==> src/rtl/core/pngu_pkg.sv <==
// PNG scanline unfilter: shared types, register indexes and the Paeth predictor.
// No dependencies; imported by pngu_ctrl, pngu_recon, the top level and the testbench.
`timescale 1ns / 1ps

package pngu_pkg;

  typedef enum logic [2:0] {
    FILT_NONE  = 3'd0,
    FILT_SUB   = 3'd1,
    FILT_UP    = 3'd2,
    FILT_AVG   = 3'd3,
    FILT_PAETH = 3'd4
  } filter_t;

  localparam logic [7:0] FILT_MAX_CODE = 8'd4;

  // configuration register indexes
  localparam logic CFG_LINE_BYTES      = 1'b0;
  localparam logic CFG_BYTES_PER_PIXEL = 1'b1;

  localparam int LINE_CFG_W = 13;
  localparam int BPP_CFG_W  = 4;

  // one item handed from the control stage to reconstruction
  typedef struct packed {
    logic [7:0] data;
    filter_t    filt;
    logic       first;   // first data byte of the row: left history reads zero
    logic       top;     // first row of the image: upper byte reads zero
    logic       last;
    logic       bad;     // error beat, no reconstruction
  } item_t;

  function automatic logic [7:0] paeth(input logic [7:0] a, input logic [7:0] b,
                                       input logic [7:0] c);
    logic signed [10:0] da;
    logic signed [10:0] db;
    logic signed [10:0] dc;
    logic [9:0] pa;
    logic [9:0] pb;
    logic [9:0] pc;
    da = $signed({3'b000, b}) - $signed({3'b000, c});
    db = $signed({3'b000, a}) - $signed({3'b000, c});
    dc = $signed({3'b000, a}) + $signed({3'b000, b}) - $signed({2'b00, c, 1'b0});
    pa = da[10] ? 10'(-da) : da[9:0];
    pb = db[10] ? 10'(-db) : db[9:0];
    pc = dc[10] ? 10'(-dc) : dc[9:0];
    if (pa <= pb && pa <= pc) return a;
    else if (pb <= pc) return b;
    else return c;
  endfunction

endpackage

==> src/rtl/core/pngu_ctrl.sv <==
// Input stage: configuration registers, row/column tracking, filter-byte decode.
// Depends on pngu_pkg; issues row-memory reads and items for pngu_recon.
`timescale 1ns / 1ps

module pngu_ctrl #(
  parameter int MAX_LINE_BYTES  = 4096,
  parameter int MAX_PIXEL_BYTES = 8,
  parameter int CW = 13,
  parameter int AW = 12,
  parameter int KW = 3
) (
  input  logic                               clk,
  input  logic                               rst_n,
  input  logic                               cfg_we,
  input  logic                               cfg_index,
  input  logic [pngu_pkg::LINE_CFG_W-1:0]    cfg_wdata,
  input  logic                               in_valid,
  output logic                               in_ready,
  input  logic [7:0]                         in_stream_byte,
  input  logic                               in_new_image,
  input  logic                               s1_free,
  output logic                               push,
  output pngu_pkg::item_t                    push_item,
  output logic                               rd_en,
  output logic [AW-1:0]                      rd_idx,
  output logic [KW-1:0]                      left_sel
);

  import pngu_pkg::*;

  logic [LINE_CFG_W-1:0] line_bytes_r;
  logic [BPP_CFG_W-1:0]  bpp_r;
  logic [CW-1:0]         column_r, column_nxt;
  filter_t               row_filter_r, row_filter_nxt;
  logic                  top_row_r, top_row_nxt;
  logic                  halted_r, halted_nxt;

  logic [LINE_CFG_W-1:0] line_min1;
  logic [CW-1:0]         eff_line;
  logic [BPP_CFG_W-1:0]  bpp_min1;
  logic [BPP_CFG_W-1:0]  eff_bpp;
  logic                  accept;
  logic [CW-1:0]         col_eff;
  logic                  top_eff;
  logic                  halt_eff;
  logic                  last;

  always_ff @(posedge clk) begin
    if (!rst_n) begin
      line_bytes_r <= LINE_CFG_W'(1);
      bpp_r        <= BPP_CFG_W'(1);
    end else if (cfg_we) begin
      if (cfg_index == CFG_LINE_BYTES) begin
        line_bytes_r <= cfg_wdata;
      end else begin
        bpp_r <= cfg_wdata[BPP_CFG_W-1:0];
      end
    end
  end

  assign line_min1 = (line_bytes_r == '0) ? LINE_CFG_W'(1) : line_bytes_r;
  assign eff_line  = (32'(line_min1) > 32'(MAX_LINE_BYTES)) ? CW'(MAX_LINE_BYTES)
                                                            : CW'(line_min1);
  assign bpp_min1  = (bpp_r == '0) ? BPP_CFG_W'(1) : bpp_r;
  assign eff_bpp   = (32'(bpp_min1) > 32'(MAX_PIXEL_BYTES)) ? BPP_CFG_W'(MAX_PIXEL_BYTES)
                                                           : bpp_min1;
  assign left_sel  = KW'(eff_bpp - BPP_CFG_W'(1));

  assign in_ready = s1_free;
  assign accept   = in_valid && in_ready;

  // a new-image beat always restarts at a filter byte
  assign col_eff  = in_new_image ? '0 : column_r;
  assign top_eff  = in_new_image ? 1'b1 : top_row_r;
  assign halt_eff = in_new_image ? 1'b0 : halted_r;
  assign last     = (col_eff >= eff_line);
  assign rd_idx   = AW'(col_eff - CW'(1));

  always_comb begin
    column_nxt     = column_r;
    row_filter_nxt = row_filter_r;
    top_row_nxt    = top_row_r;
    halted_nxt     = halted_r;
    push           = 1'b0;
    rd_en          = 1'b0;
    push_item      = '{data: in_stream_byte, filt: row_filter_r,
                       first: (col_eff == CW'(1)), top: top_eff,
                       last: last, bad: 1'b0};
    if (accept) begin
      column_nxt  = col_eff;
      top_row_nxt = top_eff;
      halted_nxt  = halt_eff;
      priority if (halt_eff) begin
        // dropped until the next image
      end else if (col_eff == '0) begin
        if (in_stream_byte > FILT_MAX_CODE) begin
          halted_nxt     = 1'b1;
          push           = 1'b1;
          push_item.bad  = 1'b1;
          push_item.last = 1'b0;
        end else begin
          row_filter_nxt = filter_t'(in_stream_byte[2:0]);
          column_nxt     = CW'(1);
        end
      end else begin
        push  = 1'b1;
        rd_en = 1'b1;
        if (last) begin
          column_nxt  = '0;
          top_row_nxt = 1'b0;
        end else begin
          column_nxt = col_eff + CW'(1);
        end
      end
    end
  end

  always_ff @(posedge clk) begin
    if (!rst_n) begin
      column_r     <= '0;
      row_filter_r <= FILT_NONE;
      top_row_r    <= 1'b1;
      halted_r     <= 1'b0;
    end else begin
      column_r     <= column_nxt;
      row_filter_r <= row_filter_nxt;
      top_row_r    <= top_row_nxt;
      halted_r     <= halted_nxt;
    end
  end

endmodule

==> config.mk <==
export PLATFORM = sky130hd
export DESIGN_NAME = pngu_ctrl
export DESIGN_NICKNAME = d
export VERILOG_FILES = /design/src/rtl/core/pngu_pkg.sv /design/src/rtl/core/pngu_ctrl.sv
export SDC_FILE = /design/constraint.sdc
export NUM_CORES = 1
export LEC_CHECK = 0
export BUFFER_PORTS_ARGS = -buffer_cell sky130_fd_sc_hd__buf_2
export CAP_MARGIN = 40
export CORE_AREA = 8 8 81 83
export CTS_CLUSTER_DIAMETER = 120
export DETAILED_ROUTE_END_ITERATION = 10
export DIE_AREA = 0 0 89 91
export PLACE_DENSITY = 0.78
export SLEW_MARGIN = 20
export SYNTH_ARGS = -nofsm -noshare
export SYNTH_HDL_FRONTEND = slang
export SYNTH_SLANG_ARGS = --single-unit
==> constraint.sdc <==
create_clock -name clk -period 2.3 [get_ports clk]
set_input_delay 0.115 -clock clk [delete_from_list [all_inputs] [get_ports clk]]
set_output_delay 0.115 -clock clk [all_outputs]
set_load 0.05 [all_outputs]
## Word-level counts from Yosys, hierarchy flattened

Cells that the tools add are included.

| cells by class | value |
|---|---|
| eq/ne operators | 1 |
| bitwise gates (word level) | 3 |
| $lt $le $gt $ge | 4 |
| muxes and demuxes | 27 |
| reduce and logical (&&, ||, !) cells | 7 |
| add/subtract/negate cells | 3 |

Operator list:

| kind | count |
|---|---|
| 13-bit two-way mux | 7 |
| 13-bit logical NOT | 2 |
| 1-bit two-way mux | 14 |
| 13-bit by 1-bit adder with 13-bit output (second input constant) | 1 |
| 13-bit by 1-bit equality test with 1-bit output (second input constant) | 1 |
| 13-bit greater-or-equal comparator | 1 |
| 13-bit > comparator (second input constant) | 1 |
| 12-bit by 1-bit subtractor with 12-bit output (second input constant) | 1 |
| 8-bit by 3-bit > comparator with 1-bit output (second input constant) | 1 |
| 2-bit two-way mux | 4 |
| 4-bit > comparator (second input constant) | 1 |
| 4-bit logical NOT | 1 |
| 4-bit two-way mux | 1 |
| 2-bit AND reduction | 2 |
| 4-bit AND reduction | 1 |
| 3-bit two-way mux | 1 |
| 1-bit NOT | 3 |
| 3-bit by 1-bit subtractor with 3-bit output (second input constant) | 1 |
| 1-bit logical AND | 1 |

| storage, ports and cells | value |
|---|---|
| register bits after elaboration | 35 |
| input port bits | 28 |
| word-level logic and storage cells | 51 |
| output and inout bits | 33 |

## Logic depth before layout (Yosys ltp)

| logic depth | value |
|---|---|
| depth after elaboration | 9 |
| mapped depth | 11 |
| gate-level depth less buffers | 10 |

## Least setup slack after synthesis

OpenSTA, ideal clock, no wires.

| path | value |
|---|---|
| path kind | register to output |
| start point | reg column_r[0] |
| end point | out push_item[1] (netlist bit) |
| stages on the path, launching flop included | 8 |
| buffers on the path | 0 |
| setup slack | -0.606 ns |
| arrival time | 2.791 ns |
| required time | 2.185 ns |
| cell sequence | dfxtp_1 nand2_1 ha_1 nor3b_1 a41oi_2 and2b_1 and2_1 nor2_1 |

RTL lines:

| item | RTL line | source |
|---|---|---|
| start, declared | pngu_ctrl.sv:33 | `logic [CW-1:0] column_r, column_nxt;` |
| start signal, assigned | pngu_ctrl.sv:125 | `column_r <= column_nxt;` |
| end, declared | pngu_ctrl.sv:23 | `output pngu_pkg::item_t push_item,` |

## Worst setup path after layout

| path | value |
|---|---|
| start point | reg line_bytes_r[10] |
| end point | reg column_r[10] |

| on the way | value |
|---|---|
| cells in the longest elaborated chain, start to end | 8 |

Ends and longest elaborated chain:

| item | RTL line | source |
|---|---|---|
| start, declared | pngu_ctrl.sv:31 | `logic [LINE_CFG_W-1:0] line_bytes_r;` |
| start signal, assigned | pngu_ctrl.sv:54 | `line_bytes_r <= cfg_wdata;` |
| 13-bit logical NOT | pngu_ctrl.sv:61 | `assign line_min1 = (line_bytes_r == '0) ? LINE_CFG_W'(1) : line_bytes_r;` |
| 13-bit two-way mux * | pngu_ctrl.sv:61 |  |
| 13-bit > comparator | pngu_ctrl.sv:62 | `assign eff_line = (32'(line_min1) > 32'(MAX_LINE_BYTES)) ? CW'(MAX_LINE_BYTES)` |
| 13-bit two-way mux * | pngu_ctrl.sv:62 |  |
| 13-bit greater-or-equal comparator * | pngu_ctrl.sv:76 | `assign last = (col_eff >= eff_line);` |
| 13-bit two-way mux * | pngu_ctrl.sv:108 | `if (last) begin` |
| 13-bit two-way mux * | pngu_ctrl.sv:95 | `end else if (col_eff == '0) begin` |
| 13-bit two-way mux * | pngu_ctrl.sv:93 | `priority if (halt_eff) begin` |

Every way passes the cells marked *; elsewhere a longest branch is shown, timed or not.
A chain may end at the register's enable or synchronous reset.

==> impl_metrics.tcl <==
set metrics [dict create \
    r2r-start "line_bytes_r[10]" \
    synth-compound-area-share_pct 16.9 \
    path_class "flop to flop" \
    viasPerCell 5.61 \
    yosys.area_share.simple_pct 32.3 \
    violations "negative setup slack" \
    num_vias 2790 \
    r2r_end "column_r[10]" \
    synth_top_cell_by_area "dfxtp_1" \
    cts_sinks 35 \
    cp-endpoint "column_r[10]" \
    drtPass1Iterations 5 \
    tightestPinTransition_ps 601 \
    yosysMostFrequentCell "nand2_1" \
    area_growth_syn_to_layout_pct 35.4 \
    r2r_cells 11 \
    ys.warnings.count 0 \
    fmax_ghz 0.409 \
    drtIter0Drc 206 \
    grt_max_degree 21 \
    die_w_um 89 \
    pin_count 61 \
    vdd_ir_drop_max_mv 0.394 \
    avgSynthCellArea_um2 7.37 \
    synth_top_family_by_area "simple AND/OR/NAND/NOR gates" \
    synthesis.area_um2 2490 \
    diodes 0 \
    synth-seq-area-share_pct 28.1 \
    cts.htree.levels 2 \
    cts_tree "yes" \
    ys.flop_type "dfxtp_1" \
    port_buffers 60 \
    synth_top_area_share_pct 28.1 \
    clock_path_buffers 2 \
    ctsHoldBuffers 0 \
    status "finished, violations left" \
    period_share_pct 106 \
    ys_types 53 \
    synthArstFlopShare_pct 0 \
    crit_path_start_kind "flop" \
    synth_fa_ha_area_share_pct 9.04 \
    finClkSkew_ps 4.32 \
    hpwlAfterDp_um 5580 \
    final_nets 470 \
    ys_top_cells_by_area "dfxtp_1 (28%), nand2_1 (9.3%), ha_1 (9.0%)" \
    critPathRequiredTime_ps 2530 \
    ant_nets 0 \
    wl_per_cell_um 15.6 \
    antenna_found_initial 0 \
    yosys.area_share.xor_xnor_pct 3.87 \
    crit_start "line_bytes_r[10]" \
    synth_seq_cells 35 \
    clk_latency_ps 300 \
    grt_pass1_vias 2757 \
    place_ws_ps -40.6 \
    place.gp.congestion 0.929 \
    core_area_um2 5340 \
    cp.arrival_ps 2670 \
    ys_top_cells_by_count "nand2_1 (62), dfxtp_1 (35), a21oi_1 (26), nor2_1 (26), ha_1 (18)" \
    drive_above_1_share_pct 35.8 \
    timing.slew.headroom_pct 59.8 \
    synth_cells 338 \
    grt_pass1_wl_um 12400 \
    synth_edf_count 0 \
    rsz0062_at_grt "true" \
    p_per_area_nw_per_um2 480 \
    die_area_um2 8100 \
    end_kind "flop" \
    cts-root-buf "clkbuf_8" \
    tns_ps -468 \
    final_hold_viol_count 0 \
    drc 0 \
    std_cell_rows 27 \
    clk_pin_slew_ps 80 \
    fillers 492 \
    p_leak_nw 1.48 \
    fin_ws_ps -145 \
    layout_min_cycle_time_ps 2440 \
    synth_nets 384 \
    die_y_um 91 \
    start_util_pct 46.7 \
    cts_inserted_buffers 5 \
    wl_um 7770 \
    whs_ps 42.8 \
    min-delay-path-class "input port to flop" \
    drv_slew 0 \
    setup-violations-final 8 \
    path_max_fanout 4 \
    grt_use_total_pct 18.9 \
    overflow 0 \
    drv_cap 0 \
    r2r_slack_ps -140 \
    muxShareOfSynthArea_pct 2.41 \
]
## layout make-up
class / instances / area, µm² / area share, %
repair buffers: 103 / 669 / 19.8
flip-flops and latches: 35 / 704 / 20.9
clock buffers: 5 / 68.8 / 2.04
multi-input cells: 266 / 1760 / 52.3
inverters: 13 / 53.8 / 1.59
well taps: 72 / 90.1 / 2.67
clock inverters: 3 / 23.8 / 0.704
## power by group
group	internal (mW)	switching [mW]
registers	0.624	0.0155
clock network	0.217	0.257
logic	0.189	0.316
total	1.03	0.589
## sequential cells by signal, summed over array words and instances (netlist names)
register	cells
column_r	13
bpp_r	4
line_bytes_r	13
top_row_r	1
halted_r	1
row_filter_r	3
## repair_timing
action / CTS / global route
cloned: 0 / 0
gates resized for setup: 15 / 32
hold endpoints to repair: 0 / 0
buffers inserted: 4 / 3
pin swaps: 9 / 15
endpoints found under the setup margin: 13 / 22
## worst max-delay path, stage by stage (launching register included)
cell and delay, ps:
dfxtp_2 340, nor4_4 270, a31oi_1 100, nor2_1 100, ha_1 240, nor3b_2 170
o21ai_1 100, o211ai_1 130, buf_4 180, nand3_4 90, or4_1 510, a31oi_1 140
## kinds of logic after synthesis
logic type	after synthesis
muxes	6
AOI/OAI and AO/OA	66
adders and majority gates	18
DFF	35
and+or+nand+nor	165
xor gates and xnor gates	11
buffers and inverters	37
## cell usage in the layout (no fill, tap or decap), drive strengths merged, types with 13 or more instances in the layout
cell type	instances
nor3	13
dfxtp	35
inv	14
a21oi	27
nand3	17
buf	101
ha	18
nor2b	15
nor2	26
nand2	63
o21ai	16
## metrics by stage
step                cell area, µm²  std cells  util, %  total power [mW]
global placement              3040        481     57.0              1.07
detailed placement            3040        481     57.0              1.07
CTS                           3220        493     60.3              1.58
global route                  3370        497     63.2              1.69
floorplan                     2510        338        -             0.941
finish                        3370        497     63.2              1.62
## metal layers
layer / global-route usage (%) / part of all wire (%)
met1: 24.2 / 44
met2: 30.0 / 46
met5: 0 / 0
met4: 7.35 / 2.9
met3: 3.96 / 6.9
## worst min-delay path by stage
stage,slack (ps),startpoint,to,cells past startpoint
detailed placement,350,cfg_wdata[0],line_bytes_r[0],3
global placement,340,cfg_wdata[0],line_bytes_r[0],3
global route,60,cfg_wdata[12],line_bytes_r[12],3
CTS,30,cfg_wdata[0],line_bytes_r[0],3
finish,40,cfg_wdata[0],line_bytes_r[0],3
floorplan,240,cfg_wdata[0],line_bytes_r[0],2
No activity file was read; power rests on OpenSTA's default activity.
