===== src/rtl/core/pngu_pkg.sv =====
// PNG scanline unfilter: shared types, register indexes and the Paeth predictor.
// No dependencies; imported by pngu_ctrl, pngu_recon, the top level and the testbench.
`timescale 1ns / 1ps

package pngu_pkg;

  typedef enum logic [2:0] {
    FILT_NONE  = 3'd0,
    FILT_SUB   = 3'd1,
    FILT_UP    = 3'd2,
    FILT_AVG   = 3'd3,
    FILT_PAETH = 3'd4
  } filter_t;

  localparam logic [7:0] FILT_MAX_CODE = 8'd4;

  // configuration register indexes
  localparam logic CFG_LINE_BYTES      = 1'b0;
  localparam logic CFG_BYTES_PER_PIXEL = 1'b1;

  localparam int LINE_CFG_W = 13;
  localparam int BPP_CFG_W  = 4;

  // one item handed from the control stage to reconstruction
  typedef struct packed {
    logic [7:0] data;
    filter_t    filt;
    logic       first;   // first data byte of the row: left history reads zero
    logic       top;     // first row of the image: upper byte reads zero
    logic       last;
    logic       bad;     // error beat, no reconstruction
  } item_t;

  function automatic logic [7:0] paeth(input logic [7:0] a, input logic [7:0] b,
                                       input logic [7:0] c);
    logic signed [10:0] da;
    logic signed [10:0] db;
    logic signed [10:0] dc;
    logic [9:0] pa;
    logic [9:0] pb;
    logic [9:0] pc;
    da = $signed({3'b000, b}) - $signed({3'b000, c});
    db = $signed({3'b000, a}) - $signed({3'b000, c});
    dc = $signed({3'b000, a}) + $signed({3'b000, b}) - $signed({2'b00, c, 1'b0});
    pa = da[10] ? 10'(-da) : da[9:0];
    pb = db[10] ? 10'(-db) : db[9:0];
    pc = dc[10] ? 10'(-dc) : dc[9:0];
    if (pa <= pb && pa <= pc) return a;
    else if (pb <= pc) return b;
    else return c;
  endfunction

endpackage


===== src/rtl/core/pngu_recon.sv =====
// Reconstruction stage: predictor, left/upper-left history, row write-back, output register.
// Depends on pngu_pkg; reads pngu_row_mem data, fed by pngu_ctrl.
`timescale 1ns / 1ps

module pngu_recon #(
  parameter int MAX_PIXEL_BYTES = 8,
  parameter int AW = 12,
  parameter int KW = 3
) (
  input  logic            clk,
  input  logic            rst_n,
  input  logic            push,
  input  pngu_pkg::item_t push_item,
  input  logic [AW-1:0]   push_idx,
  input  logic [KW-1:0]   left_sel,
  output logic            s1_free,
  input  logic [7:0]      upper_rd,
  output logic            wr_en,
  output logic [AW-1:0]   wr_addr,
  output logic [7:0]      wr_data,
  output logic            out_valid,
  input  logic            out_ready,
  output logic [7:0]      out_pixel_byte,
  output logic            out_row_end,
  output logic            out_bad_filter
);

  import pngu_pkg::*;

  logic          s1_valid_r;
  item_t         s1_item_r;
  logic [AW-1:0] s1_idx_r;
  logic [7:0]    left_r [MAX_PIXEL_BYTES];
  logic [7:0]    ul_r   [MAX_PIXEL_BYTES];
  logic [7:0]    left_eff [MAX_PIXEL_BYTES];
  logic [7:0]    ul_eff   [MAX_PIXEL_BYTES];
  logic          out_valid_r;
  logic [7:0]    pixel_r;
  logic          row_end_r;
  logic          bad_r;

  logic       s1_adv;
  logic       s1_data;
  logic [7:0] a, b, c;
  logic [8:0] ab_sum;
  logic [7:0] pred;
  logic [7:0] x;

  assign s1_adv  = !out_valid_r || out_ready;
  assign s1_free = !s1_valid_r || s1_adv;
  assign s1_data = s1_valid_r && !s1_item_r.bad;

  always_ff @(posedge clk) begin
    if (!rst_n) begin
      s1_valid_r <= 1'b0;
    end else if (s1_free) begin
      s1_valid_r <= push;
    end
  end

  always_ff @(posedge clk) begin
    if (s1_free && push) begin
      s1_item_r <= push_item;
      s1_idx_r  <= push_idx;
    end
  end

  // history restarts at each row
  always_comb begin
    for (int i = 0; i < MAX_PIXEL_BYTES; i++) begin
      left_eff[i] = s1_item_r.first ? 8'd0 : left_r[i];
      ul_eff[i]   = s1_item_r.first ? 8'd0 : ul_r[i];
    end
  end

  assign a      = left_eff[left_sel];
  assign c      = ul_eff[left_sel];
  assign b      = s1_item_r.top ? 8'd0 : upper_rd;
  assign ab_sum = {1'b0, a} + {1'b0, b};

  always_comb begin
    unique case (s1_item_r.filt)
      FILT_SUB:   pred = a;
      FILT_UP:    pred = b;
      FILT_AVG:   pred = ab_sum[8:1];
      FILT_PAETH: pred = paeth(a, b, c);
      default:    pred = 8'd0;
    endcase
  end

  assign x = s1_item_r.data + pred;

  assign wr_en   = s1_data && s1_adv;
  assign wr_addr = s1_idx_r;
  assign wr_data = x;

  always_ff @(posedge clk) begin
    if (!rst_n) begin
      for (int i = 0; i < MAX_PIXEL_BYTES; i++) begin
        left_r[i] <= 8'd0;
        ul_r[i]   <= 8'd0;
      end
    end else if (wr_en) begin
      left_r[0] <= x;
      ul_r[0]   <= b;
      for (int i = 1; i < MAX_PIXEL_BYTES; i++) begin
        left_r[i] <= left_eff[i-1];
        ul_r[i]   <= ul_eff[i-1];
      end
    end
  end

  always_ff @(posedge clk) begin
    if (!rst_n) begin
      out_valid_r <= 1'b0;
    end else if (s1_adv) begin
      out_valid_r <= s1_valid_r;
    end
  end

  always_ff @(posedge clk) begin
    if (s1_adv && s1_valid_r) begin
      pixel_r   <= s1_item_r.bad ? 8'd0 : x;
      row_end_r <= s1_item_r.last && !s1_item_r.bad;
      bad_r     <= s1_item_r.bad;
    end
  end

  assign out_valid      = out_valid_r;
  assign out_pixel_byte = pixel_r;
  assign out_row_end    = row_end_r;
  assign out_bad_filter = bad_r;

endmodule


===== config.mk =====
export PLATFORM = sky130hd
export DESIGN_NAME = pngu_recon
export DESIGN_NICKNAME = d
export VERILOG_FILES = /design/src/rtl/core/pngu_pkg.sv /design/src/rtl/core/pngu_recon.sv
export SDC_FILE = /design/constraint.sdc
export NUM_CORES = 1
export LEC_CHECK = 0
export ABC_AREA = 1
export BUFFER_PORTS_ARGS = -buffer_cell sky130_fd_sc_hd__clkbuf_2
export CAP_MARGIN = 10
export CORE_MARGIN = 2
export CORE_UTILIZATION = 30
export DETAILED_ROUTE_END_ITERATION = 8
export PLACE_DENSITY_LB_ADDON = 0.3
export REMOVE_ABC_BUFFERS = 1
export SETUP_SLACK_MARGIN = 0.5
export SLEW_MARGIN = 25
export SYNTH_ARGS = -nofsm -noshare
export SYNTH_HDL_FRONTEND = slang
export SYNTH_SLANG_ARGS = --single-unit

===== constraint.sdc =====
create_clock -name clk -period 11.4 [get_ports clk]
set_input_delay 2.28 -clock clk [delete_from_list [all_inputs] [get_ports clk]]
set_output_delay 2.28 -clock clk [all_outputs]
set_load 0.02 [all_outputs]

# == Word level (Yosys, flattened, before mapping) ==
# Memory sizes are Yosys's and may differ from the RTL's.
# Index checks and enable logic that the tools add are counted.
# op_classes
n_eq_ne,4
mux,49
addsub,9
order_cmp,4
n_reduce_logical,11
bitwise_logic,17
# op_table
operator,n
2-to-1 mux 8 bit,39
binary-select mux 8 bit (select 3 bit),2
case mux 8 bit (4 select lines),1
less-or-equal comparator 10 bit,3
2-to-1 mux 10 bit,3
negator 9 -> 10 bit,2
adder 8 x 8 -> 9 bit,2
subtractor 8 x 8 -> 9 bit,2
OR 1 bit,16
negator 10 bit,1
subtractor 9 x 9 -> 10 bit,1
adder 8 bit,1
"== test 3 x 2 -> 1 bit, second input constant",2
logical AND 1 bit,6
"greater-or-equal comparator 4 bit, second input constant",1
2-to-1 mux 1 bit,4
NOT 3 -> 4 bit,1
"== test 3 x 1 -> 1 bit, second input constant",1
"== test 3 bit, second input constant",1
zero test 1 bit,3
logical OR 1 bit,2
# totals
mem_bits_rw,128
mem_count,2
ff_bits,39
out_inout_bits,33
elab_cells,108
inputBits,42
# memory_table
name,words,word_bits,rd,rd_ports_with_merged_regs,wr,line_no,rtl
left_r,8,8,8,0,8,pngu_recon.sv:33,logic [7:0] left_r [MAX_PIXEL_BYTES];
ul_r,8,8,8,0,8,pngu_recon.sv:34,logic [7:0] ul_r [MAX_PIXEL_BYTES];

# == Logic depth before layout (Yosys ltp) ==
# Gate-level depths: netlist of run 1.
# logic_depth
ltp_word,14
mapped_depth,53
mapped_depth_nobuf,52

# == Worst setup path after synthesis of run 1 ==
# OpenSTA, ideal clock, no wires.
# synth_path
path_type,input -> output
from,in left_sel[0]
to,out wr_data[6]
n_path_buf,4
t_arrival_ps,8868
slack_ps,252
required_time_ps,9120
stages,39
path_cell_list,buf_6 > nand2_1 > clkbuf_1 > buf_1 > buf_1 > o22ai_1 > o211ai_1 > nand2_1 > fa_1 > ha_1 > nand2_1 > inv_1 > nand2_1 > nand2_1 > a21oi_1 > o21ai_1 > nand2_1 > nand2_1 > [... 3 more ...] > xor2_1 > ha_1 > nand2_1 > nor3_1 > nand3_1 > nand3b_1 > nand2_2 > inv_1 > o211ai_1 > nand3_1 > o211ai_1 > ha_1 > inv_1 > fa_1 > o21ai_0 > a21oi_1 > o21bai_1 > xor2_1
# synth_between
elab_chain_len,13
elab_cells_between_ends,26
cone_classes,9 x add/sub; 3 x order compare; 12 x mux; 1 x bitwise; 1 x reduce/logical
# synth_rtl
item,line_no,rtl
start: declaration,pngu_recon.sv:15,"input logic [KW-1:0] left_sel,"
NOT 3 -> 4 bit (not written as such) (*),"pngu_recon.sv:76, pngu_recon.sv:77",
binary-select mux 8 bit (select 3 bit),pngu_recon.sv:76,assign a = left_eff[left_sel];
2-to-1 mux 8 bit (not written as such) (2 in series),pngu_recon.sv:76,
adder 8 x 8 -> 9 bit,"pngu_pkg.sv:44, pngu_recon.sv:79",
subtractor 9 x 9 -> 10 bit,pngu_pkg.sv:44,"dc = $signed({3'b000, a}) + $signed({3'b000, b}) - $signed({2'b00, c, 1'b0});"
negator 10 bit,pngu_pkg.sv:47,pc = dc[10] ? 10'(-dc) : dc[9:0];
2-to-1 mux 10 bit,pngu_pkg.sv:47,
less-or-equal comparator 10 bit (on tied branches),"pngu_pkg.sv:49, pngu_pkg.sv:48",
2-to-1 mux 8 bit / logical AND 1 bit (equally long branches),"pngu_pkg.sv:49, pngu_pkg.sv:48",
2-to-1 mux 8 bit,pngu_pkg.sv:48,if (pa <= pb && pa <= pc) return a;
case mux 8 bit (4 select lines) (*),pngu_recon.sv:82,unique case (s1_item_r.filt)
adder 8 bit (*),pngu_recon.sv:91,assign x = s1_item_r.data + pred;
end: declaration,pngu_recon.sv:20,"output logic [7:0] wr_data,"
# Mark *: on every way between the ends. The rest lies on a longest branch, timed or not. The select of a mux whose other input is x is not followed.

# == Final worst setup path of run 1 ==
# Ends and elaborated chain as after synthesis.

==> impl_metrics.toml, run 1 <==
[placement]
hpwl_mm = 19.3
pre_cts_ws_ps = -120
io_buffers = 74
finalWeightedCongestion = 0.884

[floorplan]
std_cell_rows = 68
coreArea_sq_mm = 0.0345
initial_core_util = 0.305
die_y_um = 191
dieArea_sq_mm = 0.0366
pin_count = 75
chipWidth_um = 191

[grt]
grt_pass1_vias = 8187
grt_overflow = 0
grt_max_degree = 81
grt_pass1_wl_mm = 44.1
antenna_found_initial = 1
grt_util_all_layers = 0.155

[sta]
maxSlewViolCount = 0
final.setup_skew_ps = 12.9
setup_violations = 0
hold_slack_ps = 519
relSlewSlack = 0.359
rsz0062_at_grt = "yes"
min_period_ps = 10950
hold_viol_final = 0
fmaxAchievable_mhz = 91.4
tightest_slew_ps = 954
period_share = 0.960
worst_slack_ps = 453

[setup_path]
timing.critical_path.mode_cell = "inv_1"
timing.critical_path.required_ps = 9120
crit_fanout = 7
critPathSlowestCell = "fa_2"
regToRegStartpoint = "s1_item_r[3]"
path_class = "input pin to primary output"
r2r_cells = 44
r2r_setup_slack_ps = 4240
start_kind = "input pin"
critPathLaunch = "left_sel[0]"
worst_ep_arrival_time_ps = 8670
cp_slowest_stage_delay_ps = 350
cp-end-kind = "primary output"
reg2reg_to = "left_r[0][7]"

[yosys]
synth_top_area_frac = 0.470
syn_area_per_cell_sq_um = 9.02
synth-main-ff-cell = "edfxtp_1"
yosys_warnings = 0
synth_area_sq_mm = 0.0105
ys_ff_latch = 167
synth_cells = 1168
async_reset_ff_frac = 0
synth_area_leaders = "edfxtp_1 (47%), inv_1 (8.6%), ha_1 (8.3%)"
synth_seq_area_share = 0.474
synth_edf_count = 165
yosysTopAreaCell = "edfxtp_1"
synth.distinct_cells = 52

[power_and_ir_drop]
p_per_area_mw_per_mm2 = 178
fin_total_pwr_mw = 2.40
ir_drop_mv = 0.124
leakage_nw = 5.96

[finish]
fillCellCount = 3479
nets = 1444
drive_gt1_frac = 0.258
num_antenna_cells = 0
syn_to_final_growth_pct = 28.1

[routing]
drc_errors = 0
wl_per_cell_um = 15.6
viasPerCell = 4.75
via_count = 8508
ant_nets = 0
first_pass_iters = 5
dr.first_iter.drc_count = 758
routed_wl_mm = 28.0

[cts]
numCtsBuffers = 17
cts_root_buf = "clkbuf_16"
cts_tree = "done"
htreeDepth = 4
cts_buffer_depth = 2
clock_latency_ps = 440
cts_sinks = 167
clk_pin_slew_ps = 70

[worst_hold_path]
min_path_type = "register to register"
hp-start = "s1_valid_r"
hold_end = "out_valid"
hold_depth = 2

[run_status]
outcome = "finished, final reports clean"

[job]
cap_viol_max_count = 0
cell usage in the layout, fill, tap and decap left out, types with 4 or more instances in the layout:
cell type,n
inv_6,5
fa_1,6
xor2_1,18
clkbuf_16,18
nand2_2,29
o21ai_2,6
a221oi_2,4
ha_4,9
o21ai_0,24
a21oi_2,9
buf_4,79
xor2_2,10
buf_12,7
inv_8,4
a21oi_1,27
nand3_2,8
inv_1,225
edfxtp_1,165
o21bai_1,6
inv_2,14
o22ai_1,10
nand3_1,39
buf_6,4
a221oi_1,6
bufinv_16,4
ha_1,60
nor3_1,11
nand2_4,4
conb_1,4
nand4_1,8
xnor2_1,8
clkbuf_2,69
o211ai_1,26
o221ai_2,5
nand2_1,130
or2_2,4
nor2_1,174
o221ai_1,22
nor2_2,4
layer usage:
| metal | track usage | part of all wire |
|---|---|---|
| met5 | 0 | 0 |
| met4 | 0.0302 | 0.012 |
| met3 | 0.0281 | 0.041 |
| met2 | 0.246 | 0.47 |
| met1 | 0.220 | 0.48 |
what timing repair did:
action / 4_1_cts / 5_1_grt
pin swaps: 47 / 62
cloned: 5 / 0
hold buffers: 0 / 0
endpoints found under the setup margin: 7 / 5
setup buffers: 23 / 17
resized for setup: 91 / 59
cell usage after synthesis (all sizes together), types with 10 or more instances:
master	number
o22ai	10
a21oi	38
nor3	15
xnor2	11
o211ai	27
nand3	48
o21ai	34
xor2	28
a221oi	10
nor2	181
ha	70
edfxtp	165
clkbuf	26
nand2	164
inv	246
o221ai	28
stage by stage:
step	TNS, ps	std cells	instance area (sq um)	util
after global routing	0	1791	13500	0.391
final	0	1791	13500	0.391
after floorplan	-299	1136	10400	-
after CTS	0	1774	13100	0.379
after global placement	-10.0	1714	11800	0.340
after detailed placement	-216	1714	11800	0.340
report_power, final:
group | switching [mW] | internal, mW
Sequential | 0.0128 | 0.714
Clock | 0.273 | 0.378
Combinational | 0.598 | 0.422
flip-flops by register name (all words and copies together), names as in the netlist:
name	flops
out_pixel_byte	8
left_r	64
out_row_end	1
s1_valid_r	1
out_valid	1
ul_r	64
s1_item_r	15
wr_addr	12
out_bad_filter	1
kinds of logic (layout without fill, tap and decap cells):
logic type,Yosys count,count (layout),synth area share
and+or+nand+nor,425,425,0.174
buffers and inverters,281,447,0.102
xor gates and xnor gates,39,39,0.0331
DFF,167,167,0.474
adders and majority gates,79,79,0.100
other,2,4,0.000713
AOI/OAI and AO/OA,175,175,0.116
cell type report:
class / count / area [sq um] / area share
clock buffer: 17 / 425 / 0.0315
clock inverter: 15 / 230 / 0.0170
inverter: 247 / 950 / 0.0703
multi-input combinational: 722 / 5030 / 0.372
sequential: 167 / 4990 / 0.370
tap: 455 / 569 / 0.0421
timing repair buffer: 167 / 1310 / 0.0967
timing repair inverter: 1 / 5.00 / 0.000371
how the worst max path moves through the flow:
stage,cells past startpoint,to,slack [ps]
4_1_cts,44,wr_data[7],500
3_5_place_dp,36,wr_data[6],-120
6_report,44,wr_data[6],450
2_1_floorplan,39,wr_data[6],-190
5_1_grt,47,wr_data[7],100
3_3_place_gp,36,wr_data[6],-10
worst max-delay path: cells and delay by family:
kind                     cells  cell delay, ps
AO/OA/AOI/OAI               11            1580
AND/OR/NAND/NOR             13            1450
adder cells (fa/ha/maj)      5            1340
buffers and inverters       11            1330
XOR/XNOR                     4             700
Power figures use the tool's default switching activity.
==> inputs of run 2 (changes only) <==
- clock period: 11.4 -> 13.9 ns (I/O delays scaled with it)
==> impl_metrics.toml, run 2 (same netlist as run 1, synthesis figures left out) <==
[run_status]
outcome = "finished, final reports clean"

[routing]
wl_per_cell_um = 15.1
first_pass_iters = 5
drc_errors = 0
via_count = 8063
ant_nets = 0
routed_wl_mm = 26.0
viasPerCell = 4.69
dr.first_iter.drc_count = 596

[power_and_ir_drop]
combinationalPowerShare = 0.383
ir_drop_mv = 0.0929
switching_share = 0.383
p_clk_frac = 0.269
internal_power_mw = 1.06
seq_power_share = 0.348
p_per_area_mw_per_mm2 = 141
fin_total_pwr_mw = 1.71
power.switching_mw = 0.655
leakage_nw = 5.40

[finish]
multiInputGateArea_sq_mm = 0.00450
design_area_sq_mm = 0.0121
reg.largest.list = "left_r (64), ul_r (64), s1_item_r (15)"
regArea_sq_mm = 0.00499
syn_to_final_growth_pct = 15.1
layout_commonest_cell = "inv_1"
fillCellCount = 3607
final_core_util = 0.351
layout_common_cells = "inv_1 (238), nor2_1 (176), edfxtp_1 (165), nand2_1 (143), clkbuf_2 (74)"
fin_cells = 1720
num_antenna_cells = 0
drive_gt1_frac = 0.148
nets = 1373

[sta]
period_share = 0.921
setup_violations = 0
fmaxAchievable_mhz = 78.1
hold_slack_ps = 496
relSlewSlack = 0.365
rsz0062_at_grt = "yes"
worst_slack_ps = 1100
hold_viol_final = 0
min_period_ps = 12800
tightest_slew_ps = 952
maxSlewViolCount = 0
final.setup_skew_ps = 14.0
tns_ps = 0

[cts]
cts_tree = "done"
clock_latency_ps = 440
numCtsBuffers = 17
cts_sinks = 167
clk_pin_slew_ps = 70
hold_buffers = 0
htreeDepth = 4
cts_buffer_depth = 2
cts_root_buf = "clkbuf_16"

[floorplan]
dieArea_sq_mm = 0.0366
initial_core_util = 0.305
pin_count = 75
chipWidth_um = 191
coreArea_sq_mm = 0.0345
std_cell_rows = 68
die_y_um = 191

[placement]
pre_cts_ws_ps = 485
io_buffers = 74
finalWeightedCongestion = 0.906
hpwl_mm = 19.4
place_area_sq_mm = 0.0115
dp_cells = 1683

[grt]
grt_overflow = 0
grt_pass1_vias = 7803
grt_pass1_wl_mm = 42.1
grt_max_degree = 81
antenna_found_initial = 0
grt_util_all_layers = 0.147

[setup_path]
start_kind = "input pin"
crit_fanout = 29
cp-end-kind = "primary output"
cp_slowest_stage_delay_ps = 420
timing.critical_path.mode_cell = "inv_1"
path_class = "input pin to primary output"
worst_ep_arrival_time_ps = 10020
r2r_cells = 35
timing.critical_path.required_ps = 11120
critPathSlowestCell = "fa_1"

[worst_hold_path]
min_path_type = "register to register"
hold_depth = 2

[job]
cap_viol_max_count = 0
run 2: metal layers:
layer / vias to the layer above / part of all wire / global-route usage
met3: 25 / 0.051 / 0.0263
met5: - / 0 / 0
li1: 4055 / - / -
met4: 0 / 0.013 / 0.0349
met2: 214 / 0.45 / 0.227
met1: 3769 / 0.49 / 0.213
run 2: final cells by class:
type	count	area share
Multi-Input combinational cell	722	0.371
Tap cell	455	0.0469
Inverter	247	0.0775
Timing Repair Buffer	97	0.0458
Clock buffer	17	0.0351
Sequential cell	167	0.412
Clock inverter	15	0.0118
run 2: power by group through the flow:
| stage | clock [mW] | sequential, mW | combinational [mW] |
|---|---|---|---|
| after global placement | 0 | 0.607 | 0.643 |
| final | 0.459 | 0.596 | 0.655 |
| after floorplan | 0 | 0.610 | 0.476 |
| after detailed placement | 0 | 0.607 | 0.652 |
| after CTS | 0.469 | 0.596 | 0.656 |
| after global routing | 0.491 | 0.599 | 0.747 |
run 2: timing repair:
item,in CTS,in global routing
gates resized for setup,1,9
buffers inserted,0,5
pin swaps,0,2
gates cloned,0,0
endpoints found under the setup margin,1,4
run 2: critical path: cells and delay by family:
| kind | cells | cell delay, ps |
|---|---|---|
| buffers and inverters | 11 | 1530 |
| AOI/OAI and AO/OA | 9 | 1590 |
| xor gates and xnor gates | 3 | 770 |
| and+or+nand+nor | 13 | 1670 |
| adders and majority gates | 5 | 1620 |
run 2: path summary, 6_finish.rpt:
kind	from	endpoint	slack (ps)
worst min register to register	s1_valid_r	out_valid	500
worst max register to register	s1_item_r[3]	out_pixel_byte[6]	6170
worst max-delay path	left_sel[0]	wr_data[6]	1100
worst min-delay path	s1_valid_r	out_valid	500
